--- src/sv/eti_pkg.sv ---
// Shared constants, mode codes and controller/datapath interface types.
package eti_pkg;

	localparam int WFRAC = 16;
	localparam int WW = WFRAC + 1;
	localparam int CNT_W = $clog2(WFRAC);

	localparam logic [WW-1:0] W_ONE = WW'(1) << WFRAC;
	localparam logic [WW-1:0] W_HALF = WW'(1) << (WFRAC - 1);

	localparam logic [2:0] MODE_LINEAR = 3'd0;
	localparam logic [2:0] MODE_OUT_QUAD = 3'd1;
	localparam logic [2:0] MODE_OUT_QUINT = 3'd2;
	localparam logic [2:0] MODE_IN_OUT_QUAD = 3'd3;
	localparam logic [2:0] MODE_IN_OUT_QUINT = 3'd4;

	localparam logic REG_EASING_MODE = 1'b0;
	localparam logic REG_DURATION = 1'b1;

	typedef struct packed {
		logic load;
		logic div_step;
		logic wset;
		logic mul_step;
		logic ease_fin;
		logic blend_mul;
		logic commit;
	} cmd_t;

	typedef struct packed {
		logic [2:0] mul_n;
		logic out_free;
	} sts_t;

endpackage

--- src/sv/eti_ctrl.sv ---
// Sequencer for divide, easing multiplies, blend and result hand-off.
module eti_ctrl (
	input  logic           clk,
	input  logic           arst_n,
	input  logic           in_valid,
	output logic           in_ready,
	input  eti_pkg::sts_t  sts,
	output eti_pkg::cmd_t  cmd
);

	localparam logic [2:0] S_IDLE = 3'd0;
	localparam logic [2:0] S_DIV = 3'd1;
	localparam logic [2:0] S_WSET = 3'd2;
	localparam logic [2:0] S_MUL = 3'd3;
	localparam logic [2:0] S_EASED = 3'd4;
	localparam logic [2:0] S_BMUL = 3'd5;
	localparam logic [2:0] S_BADD = 3'd6;

	logic [2:0] state_q;
	logic [eti_pkg::CNT_W-1:0] cnt_q;

	assign in_ready = (state_q == S_IDLE);

	always_comb begin
		cmd = '0;
		case (state_q)
			S_IDLE: cmd.load = in_valid;
			S_DIV: cmd.div_step = 1'b1;
			S_WSET: cmd.wset = 1'b1;
			S_MUL: cmd.mul_step = 1'b1;
			S_EASED: cmd.ease_fin = 1'b1;
			S_BMUL: cmd.blend_mul = 1'b1;
			S_BADD: cmd.commit = sts.out_free;
			default: cmd = '0;
		endcase
	end

	always_ff @(posedge clk or negedge arst_n) begin
		if (!arst_n) begin
			state_q <= S_IDLE;
			cnt_q <= '0;
		end else begin
			case (state_q)
				S_IDLE: begin
					if (in_valid) begin
						state_q <= S_DIV;
						cnt_q <= eti_pkg::CNT_W'(eti_pkg::WFRAC - 1);
					end
				end
				S_DIV: begin
					if (cnt_q == '0) begin
						state_q <= S_WSET;
					end else begin
						cnt_q <= cnt_q - 1'b1;
					end
				end
				S_WSET: begin
					if (sts.mul_n == 3'd0) begin
						state_q <= S_EASED;
					end else begin
						state_q <= S_MUL;
						cnt_q <= eti_pkg::CNT_W'(sts.mul_n - 3'd1);
					end
				end
				S_MUL: begin
					if (cnt_q == '0) begin
						state_q <= S_EASED;
					end else begin
						cnt_q <= cnt_q - 1'b1;
					end
				end
				S_EASED: state_q <= S_BMUL;
				S_BMUL: state_q <= S_BADD;
				S_BADD: begin
					if (sts.out_free) begin
						state_q <= S_IDLE;
					end
				end
				default: state_q <= S_IDLE;
			endcase
		end
	end

endmodule

--- src/sv/eti_dp.sv ---
// Datapath: elapsed time, restoring divider, easing multiplier, blend and output register.
module eti_dp (
	input  logic                      clk,
	input  logic                      arst_n,
	input  eti_pkg::cmd_t             cmd,
	output eti_pkg::sts_t             sts,
	input  logic [2:0]                easing_mode,
	input  logic [31:0]               duration,
	input  logic [31:0]               start_value,
	input  logic [31:0]               end_value,
	input  logic [31:0]               time_step,
	input  logic                      frame_end,
	input  logic                      restart,
	output logic                      out_valid,
	input  logic                      out_ready,
	output logic [31:0]               blended_value,
	output logic [eti_pkg::WW-1:0]    eased_weight,
	output logic                      finished
);

	localparam int WW = eti_pkg::WW;
	localparam int WF = eti_pkg::WFRAC;

	logic [31:0] elapsed_q;
	logic [31:0] start_q;
	logic [31:0] end_q;
	logic [31:0] step_q;
	logic        fend_q;
	logic        full_q;
	logic [31:0] rem_q;
	logic [WF-1:0] quo_q;
	logic [WW-1:0] w_q;
	logic [WW-1:0] b_q;
	logic [WW-1:0] p_q;
	logic        direct_q;
	logic [WW-1:0] eased_q;
	logic signed [50:0] prod_q;
	logic        out_valid_q;
	logic [31:0] out_blended_q;
	logic [WW-1:0] out_weight_q;
	logic        out_fin_q;

	logic [31:0] elapsed_eff;
	logic [32:0] shifted;
	logic        ge;
	logic [32:0] rem_sub;
	logic [WW-1:0] w_raw;
	logic [WW-1:0] u_raw;
	logic        is_inout;
	logic        direct;
	logic [2*WW-1:0] mprod;
	logic [WW+3:0] sub;
	logic [WW-1:0] sub_c;
	logic [WW-1:0] eased;
	logic signed [32:0] diff;
	logic [32:0] tsum;
	logic [31:0] elapsed_new;
	logic [31:0] blended;

	assign elapsed_eff = restart ? 32'd0 : elapsed_q;

	assign shifted = {rem_q, 1'b0};
	assign ge = shifted >= {1'b0, duration};
	assign rem_sub = shifted - {1'b0, duration};

	assign w_raw = full_q ? eti_pkg::W_ONE : {1'b0, quo_q};
	assign u_raw = eti_pkg::W_ONE - w_raw;
	assign is_inout = (easing_mode == eti_pkg::MODE_IN_OUT_QUAD) ||
		(easing_mode == eti_pkg::MODE_IN_OUT_QUINT);
	assign direct = is_inout && (w_raw < eti_pkg::W_HALF);

	assign mprod = p_q * b_q;

	assign sub = (easing_mode == eti_pkg::MODE_IN_OUT_QUINT) ? {p_q, 4'b0000}
		: {4'b0000, p_q};
	assign sub_c = (sub > {4'b0000, eti_pkg::W_ONE}) ? eti_pkg::W_ONE : sub[WW-1:0];

	always_comb begin
		case (easing_mode)
			eti_pkg::MODE_OUT_QUAD, eti_pkg::MODE_OUT_QUINT,
			eti_pkg::MODE_IN_OUT_QUAD, eti_pkg::MODE_IN_OUT_QUINT:
				eased = direct_q ? sub_c : eti_pkg::W_ONE - sub_c;
			default: eased = w_q;
		endcase
	end

	assign diff = $signed({end_q[31], end_q}) - $signed({start_q[31], start_q});

	assign tsum = {1'b0, elapsed_q} + {1'b0, step_q};
	assign elapsed_new = tsum[32] ? 32'hFFFF_FFFF : tsum[31:0];
	assign blended = start_q + prod_q[WF+31:WF];

	always_comb begin
		sts.out_free = !out_valid_q || out_ready;
		case (easing_mode)
			eti_pkg::MODE_OUT_QUAD, eti_pkg::MODE_IN_OUT_QUAD: sts.mul_n = 3'd1;
			eti_pkg::MODE_OUT_QUINT, eti_pkg::MODE_IN_OUT_QUINT: sts.mul_n = 3'd4;
			default: sts.mul_n = 3'd0;
		endcase
	end

	always_ff @(posedge clk or negedge arst_n) begin
		if (!arst_n) begin
			elapsed_q <= '0;
			out_valid_q <= 1'b0;
		end else begin
			if (cmd.load && restart) begin
				elapsed_q <= '0;
			end else if (cmd.commit && fend_q) begin
				elapsed_q <= elapsed_new;
			end
			if (cmd.commit) begin
				out_valid_q <= 1'b1;
			end else if (out_ready) begin
				out_valid_q <= 1'b0;
			end
		end
	end

	always_ff @(posedge clk) begin
		if (cmd.load) begin
			start_q <= start_value;
			end_q <= end_value;
			step_q <= time_step;
			fend_q <= frame_end;
			full_q <= (duration == 32'd0) || (elapsed_eff >= duration);
			rem_q <= elapsed_eff;
		end
		if (cmd.div_step) begin
			rem_q <= ge ? rem_sub[31:0] : shifted[31:0];
			quo_q <= {quo_q[WF-2:0], ge};
		end
		if (cmd.wset) begin
			w_q <= w_raw;
			direct_q <= direct;
			b_q <= direct ? w_raw : u_raw;
			p_q <= direct ? w_raw : u_raw;
		end
		if (cmd.mul_step) begin
			if (easing_mode == eti_pkg::MODE_IN_OUT_QUAD) begin
				p_q <= mprod[WF-1+WW-1:WF-1];
			end else begin
				p_q <= mprod[WF+WW-1:WF];
			end
		end
		if (cmd.ease_fin) begin
			eased_q <= eased;
		end
		if (cmd.blend_mul) begin
			prod_q <= diff * $signed({1'b0, eased_q});
		end
		if (cmd.commit) begin
			out_blended_q <= blended;
			out_weight_q <= eased_q;
			out_fin_q <= fend_q && (elapsed_new >= duration);
		end
	end

	assign out_valid = out_valid_q;
	assign blended_value = out_blended_q;
	assign eased_weight = out_weight_q;
	assign finished = out_fin_q;

endmodule

--- src/sv/eased_transition_interpolator.sv ---
// Each input item runs through the 16-step restoring divider, then n steps of the shared
// 17x17 easing multiplier, then the blend multiply; a new item is taken only once the
// last result is committed. n is 0 for linear, 1 for quadratic and 4 for quintic modes.
// The next item is taken while a result waits in the output register.
// Reset (arst_n low) clears elapsed time, easing_mode, duration and the output valid flag.
module eased_transition_interpolator (
	input  logic        clk,
	input  logic        arst_n,
	input  logic        s_axis_tvalid,
	output logic        s_axis_tready,
	input  logic [95:0] s_axis_tdata,   // start_value, end_value, time_step
	input  logic        s_axis_tlast,
	input  logic [0:0]  s_axis_tuser,   // restart
	output logic        m_axis_tvalid,
	input  logic        m_axis_tready,
	output logic [55:0] m_axis_tdata,   // blended_value, eased_weight, zero pad
	output logic [0:0]  m_axis_tuser,   // finished
	input  logic        psel,
	input  logic        penable,
	input  logic        pwrite,
	input  logic [2:0]  paddr,
	input  logic [31:0] pwdata,
	output logic [31:0] prdata,
	output logic        pready
);

	logic [2:0]  easing_mode_q;
	logic [31:0] duration_q;
	logic        reg_idx;
	eti_pkg::cmd_t cmd;
	eti_pkg::sts_t sts;
	logic [31:0] blended_value;
	logic [eti_pkg::WW-1:0] eased_weight;
	logic        finished;

	assign pready = 1'b1;
	assign reg_idx = paddr[2];

	always_ff @(posedge clk or negedge arst_n) begin
		if (!arst_n) begin
			easing_mode_q <= eti_pkg::MODE_LINEAR;
			duration_q <= '0;
		end else if (psel && penable && pwrite && pready) begin
			case (reg_idx)
				eti_pkg::REG_EASING_MODE: easing_mode_q <= pwdata[2:0];
				eti_pkg::REG_DURATION: duration_q <= pwdata;
				default: duration_q <= duration_q;
			endcase
		end
	end

	always_comb begin
		case (reg_idx)
			eti_pkg::REG_EASING_MODE: prdata = {29'd0, easing_mode_q};
			eti_pkg::REG_DURATION: prdata = duration_q;
			default: prdata = '0;
		endcase
	end

	eti_ctrl u_ctrl (
		.clk      (clk),
		.arst_n   (arst_n),
		.in_valid (s_axis_tvalid),
		.in_ready (s_axis_tready),
		.sts      (sts),
		.cmd      (cmd)
	);

	eti_dp u_dp (
		.clk           (clk),
		.arst_n        (arst_n),
		.cmd           (cmd),
		.sts           (sts),
		.easing_mode   (easing_mode_q),
		.duration      (duration_q),
		.start_value   (s_axis_tdata[31:0]),
		.end_value     (s_axis_tdata[63:32]),
		.time_step     (s_axis_tdata[95:64]),
		.frame_end     (s_axis_tlast),
		.restart       (s_axis_tuser[0]),
		.out_valid     (m_axis_tvalid),
		.out_ready     (m_axis_tready),
		.blended_value (blended_value),
		.eased_weight  (eased_weight),
		.finished      (finished)
	);

	assign m_axis_tdata = {7'd0, eased_weight, blended_value};
	assign m_axis_tuser = finished;

endmodule
--- config.mk ---
export PLATFORM = sky130hd
export DESIGN_NAME = eased_transition_interpolator
export DESIGN_NICKNAME = d
export VERILOG_FILES = /design/src/sv/eti_pkg.sv /design/src/sv/eti_ctrl.sv /design/src/sv/eti_dp.sv /design/src/sv/eased_transition_interpolator.sv
export SDC_FILE = /design/constraint.sdc
export NUM_CORES = 2
export LEC_CHECK = 0
export ABC_AREA = 1
export BUFFER_PORTS_ARGS = -buffer_cell sky130_fd_sc_hd__buf_2
export CAP_MARGIN = 5
export CORE_MARGIN = 4
export CORE_UTILIZATION = 65
export DETAILED_ROUTE_END_ITERATION = 10
export GPL_TIMING_DRIVEN = 0
export PLACE_DENSITY_LB_ADDON = 0.25
export SLEW_MARGIN = 20
export SYNTH_ARGS = -nofsm -noshare
export SYNTH_HDL_FRONTEND = slang
export SYNTH_SLANG_ARGS = --single-unit
--- constraint.sdc ---
create_clock -name clk -period 14.05 [get_ports clk]
set_clock_uncertainty 0.05 [all_clocks]
set_input_delay 0 -clock clk [delete_from_list [all_inputs] [get_ports clk]]
set_output_delay 0 -clock clk [all_outputs]
set_load 0.02 [all_outputs]
# After elaboration in Yosys (flattened, before gate mapping)
# Index checks and enable logic that the tools add are counted.
# word_totals
reg_bits	388
out_inout_bits	92
wordCells	118
# op_classes
addsub	8
mul	2
order_cmp	5
eq_ne	16
mux	37
bitwise	1
n_reduce_logical	27
# op_table
cell	n
$mux W32	7
$mux W17	8
$ge A32 B32 Y1	2
$pmux W32 S2	1
$mul A33 B18 Y48	1
$sub A17 B17 Y17 const A	2
$add A32 B32 Y33	1
$ge A33 B32 Y1	1
$mul A17 B17 Y33	1
$sub A32 B32 Y33	1
$add A32 B32 Y32	1
$logic_not A32 Y1	1
$sub A32 B32 Y32	1
$gt A21 B17 Y1 const B	1
$mux W21	1
$pmux W3 S7	1
$lt A17 B16 Y1 const B	1
$mux W3	5
$eq A3 B2 Y1 const B	4
$eq A3 B3 Y1 const B	4
$mux W4	3
$pmux W4 S3	1
$mux W1	9
$reduce_and A4 Y1	2
17 further kinds	36

# Longest topological paths before layout
# depth
ltp_word	7
mapped_depth	42
mapped_depth_nobuf	41

# Cells and area by module
# A second synthesis with hierarchy kept.
# unflattened
hier_cells	6523
hier_area_um2	52718.1
# modules_own_cells
mod	n_inst	cells_per_inst	area_each_um2	seq_area_each_um2
eti_dp	1	6201	50435.9	9714.3
eased_transition_interpolator	1	236	1751.7	875.8
eti_ctrl	1	86	530.5	175.2

# Worst setup path after synthesis
# OpenSTA, ideal clock, no wires.
# synth_path
kind	reg2reg
from	reg u_dp.start_q[0]
to	reg u_dp.prod_q[46] (data pin)
setup_ps	256
arrival_ps	7037
required_time_ps	13744
slack_ps	6707
stages_incl_launch_ff	40
path_buffers	1
synth_period_minus_slack_ps	7343
path_cell_list	edfxtp_1 ha_1 fa_1 inv_1 nand2_1 a21oi_2 nand3_1 nand2_1 nand2_1 nand2_1 a21oi_1 xor2_1 clkbuf_1 nor2_1 fa_1 inv_1 fa_1 fa_1 [4 not listed] fa_1 inv_1 ha_1 nand2_1 nor2_1 inv_1 nor2_1 inv_1 nor3_1 nand3_1 nand3_1 nand2_1 o211ai_1 nand2_1 inv_1 nor2_1 nand2_1 nand2_1
# synth_via
elab_chain_cells	2
# synth_rtl
item	line_no	source
from (decl)	eti_dp.sv:25	logic [31:0] start_q;
from (signal assigned)	eti_dp.sv:122	start_q <= start_value;
$sub A32 B32 Y33	eti_dp.sv:87	assign diff = $signed({end_q[31], end_q}) - $signed({start_q[31], start_q});
$mul A33 B18 Y48	eti_dp.sv:150	prod_q <= diff * $signed({1'b0, eased_q});
to (signal assigned)	eti_dp.sv:150	
to (decl)	eti_dp.sv:37	logic signed [50:0] prod_q;
# Every way passes these cells.
# A chain may end at the register's enable or synchronous reset.

# Final worst setup path
# Same ends and word-level chain as after synthesis.

==> run summary <==
clk_lat worst skew = 0.63 ns
status = finished, final reports clean
layout cells sized above 1 = 6.68%
Initial Util = 65.5%
io pins = 232
multiplexer area fraction after synthesis = 0%
fin crit period = 9.51 ns
slowest CP cell = xor2_1
EDFF count, synth = 296
Core Util, Final = 72.5%
CTS root buffer = clkbuf_16
design area = 58200 um^2
synthesized area = 52600 um^2
clk slew on worst S/H paths = 0.07 ns
CP most frequent cell = nand2_1
DRC viols = 0
crit end category = flip-flop
DIE AREA = 85500 um^2
First-pass DRT Iterations = 7
Peak Freq = 105 MHz
most frequent cells in the layout = inv_1 (1481), nand2_1 (1329), fa_1 (739)
Num CTS Buffers = 43
# rows = 104
Final Cycle Share = 67.7%
gpl congestion = 1.03
cell count after synthesis = 6510
IO Port Bufs = 219
# clock sinks = 371
xor and xnor area share after synthesis = 2.56%
kind of critical path = reg2reg
Adder-Cell Fraction of Synth Area = 37.8%
Slew Limit Fails = 0
CTS max path bufs = 3
DP Area = 55400 um^2
RSZ-0062 raised after global routing = no
Seq/Total Area, Yosys = 20.5%
# setup viols final = 0
hold_ws = 0.0403 ns
Routed wire per std cell = 20.9 um
Routed Antenna Nets = 0
Mean Syn Cell Area = 8.07 um^2
max-cap violations = 0
synth unique cells = 59
hold buffers post-CTS = 138
final hold violation count = 0
leading cell type in the layout, fill and taps excluded = inv_1
vias per cell = 5.76
Hold Path Class = in2reg
DR vias = 46197
post-CTS sizing = 0
dominant combinational cell family by area after synthesis = adder cells
H-tree depth = 2
Nets = 8216
worst endpoint required time = 14.34 ns
Critical Path AT = 9.80 ns
largest net degree at the start of global routing = 47
normalized max-slew margin = 22.8%
antenna violations before repair = 1
Die Ht = 292 um
Worst path max stage delay = 0.80 ns
WP buf/inv = 9
worst-case reg-to-reg path depth = 39
Ys Warns = 0
hpwl dp = 135 mm
Synth async-reset ratio = 20.2%
Worst Path Max Fanout = 10
Worst-Margin Slew = 1.15 ns
GRT Total Usage = 39.2%
simple-gate share of the synthesized area = 19.3%
Routed Wire Length = 167 mm
Synth Area in Compound Gates = 7.36%
critical path startpoint category = flip-flop
Die Wd = 292 um
crit-path leading delay family = adder cells
GRT Residual Overflow = 0
first-pass GRT wire length = 259 mm
TritonCTS clock tree = yes
Synth Flop Type = edfxtp_1
setup TNS = 0 ns
First DRT Iteration DRCs = 4496
hold path cells = 2
CORE AREA = 80300 um^2
Critical Path Stages = 39
Post-CTS Setup Repair Bufs = 0
vias in the first global route = 46705
area grow syn2layout = 10.7%
Synth Register Bits = 371
[through the flow]
step | cells | worst slack (ns)
2_1_floorplan | 6516 | 6.71
3_3_place_gp | 7795 | 4.97
3_5_place_dp | 7808 | 4.73
4_1_cts | 8025 | 4.76
5_1_grt | 8025 | 4.08
6_report | 8026 | 4.54
[area by class of cell]
type | count | area, um^2
diodes | 1 | 2.50
plain buffers | 208 | 916
clock buffers | 60 | 1230
clock inverters | 19 | 190
fillers | 6310 | 22100
inverters | 1502 | 5640
multi-input cells | 4435 | 35300
flip-flops and latches | 371 | 10800
well taps | 1060 | 1330
repair buffers | 370 | 2770
[flip-flops by register name, indices dropped and copies added (netlist names), 3 cells and up]
| name | count |
|---|---|
| u_ctrl.cnt_q | 4 |
| u_dp.w_q | 16 |
| u_dp.eased_q | 17 |
| u_dp.p_q | 17 |
| duration_q | 32 |
| u_dp.blended_value | 32 |
| u_dp.elapsed_q | 32 |
| u_dp.end_q | 32 |
| u_dp.step_q | 32 |
| u_dp.prod_q | 32 |
| u_dp.rem_q | 32 |
| u_dp.quo_q | 16 |
| u_dp.eased_weight | 17 |
| u_ctrl.state_q | 3 |
| u_dp.b_q | 17 |
| u_dp.start_q | 32 |
| easing_mode_q | 3 |
[synth_stat cells, drive strengths merged (5+ instances only)]
cell | instances | area share [%]
xor2 | 81 | 1.4
nor4 | 21 | 0.27
nand3b | 12 | 0.17
a31oi | 21 | 0.25
o21ai | 209 | 2.0
o41ai | 6 | 0.11
or2 | 48 | 0.57
a21oi | 307 | 2.9
xnor2 | 71 | 1.2
a21o | 22 | 0.31
ha | 406 | 9.7
o21a | 13 | 0.19
nand2 | 1348 | 9.8
a21boi | 5 | 0.071
nand3 | 276 | 2.8
a221oi | 9 | 0.15
and3 | 5 | 0.060
nor2 | 637 | 4.6
inv | 1492 | 11
buf | 58 | 0.67
a211oi | 7 | 0.10
o221ai | 5 | 0.083
o31ai | 9 | 0.15
nor3 | 54 | 0.51
nand4 | 49 | 0.58
clkbuf | 150 | 1.1
o21bai | 35 | 0.50
o211ai | 13 | 0.20
clkinv | 10 | 0.071
fa | 739 | 28
o22ai | 8 | 0.095
dfrtp | 75 | 3.6
edfxtp | 296 | 17
[cell families after synthesis]
family,count (synthesis)
AOI/OAI and AO/OA,680
xor gates and xnor gates,152
adders and majority gates,1145
buffers and inverters,1710
DFF,371
other,2
and+or+nand+nor,2450
[path summary, 6_finish.rpt]
check / slack [ns] / endpoint / from
worst max-delay path: 4.54 / u_dp.prod_q[46]$_DFFE_PP_ / u_dp.start_q[0]$_DFFE_PP_
worst min-delay path: 0.04 / u_dp.start_q[20]$_DFFE_PP_ / s_axis_tdata[20]
worst max register to register: 4.54 / u_dp.prod_q[46]$_DFFE_PP_ / u_dp.start_q[0]$_DFFE_PP_
worst min register to register: 0.39 / u_dp.quo_q[14]$_DFFE_PP_ / u_dp.quo_q[13]$_DFFE_PP_
max in group asynchronous: 13.27 / u_ctrl.cnt_q[2]$_DFFE_PN0P_ / arst_n
min in group asynchronous: 0.41 / u_dp.elapsed_q[17]$_DFFE_PN0P_ / arst_n
[per-layer routing]
layer	wire length [um]	share of wire, %	track usage, %
met1	60400	36	49.0
met2	76500	46	62.7
met3	18000	11	8.45
met4	12600	7.5	24.0
met5	0	0	0
[worst reg2reg max path: cells and delay by family (launching register included)]
kind                     cells  cell delay [ns]
adder cells (fa/ha/maj)      9             4.14
XOR/XNOR                     1             0.80
AND/OR/NAND/NOR             17             2.16
buffers and inverters        9             1.09
AO/OA/AOI/OAI                3             0.59
flip-flops                   1             0.42
Power is left out: the tool's default activity adds up to more than one toggle a clock period on the data nets, which glitch-free logic cannot reach.
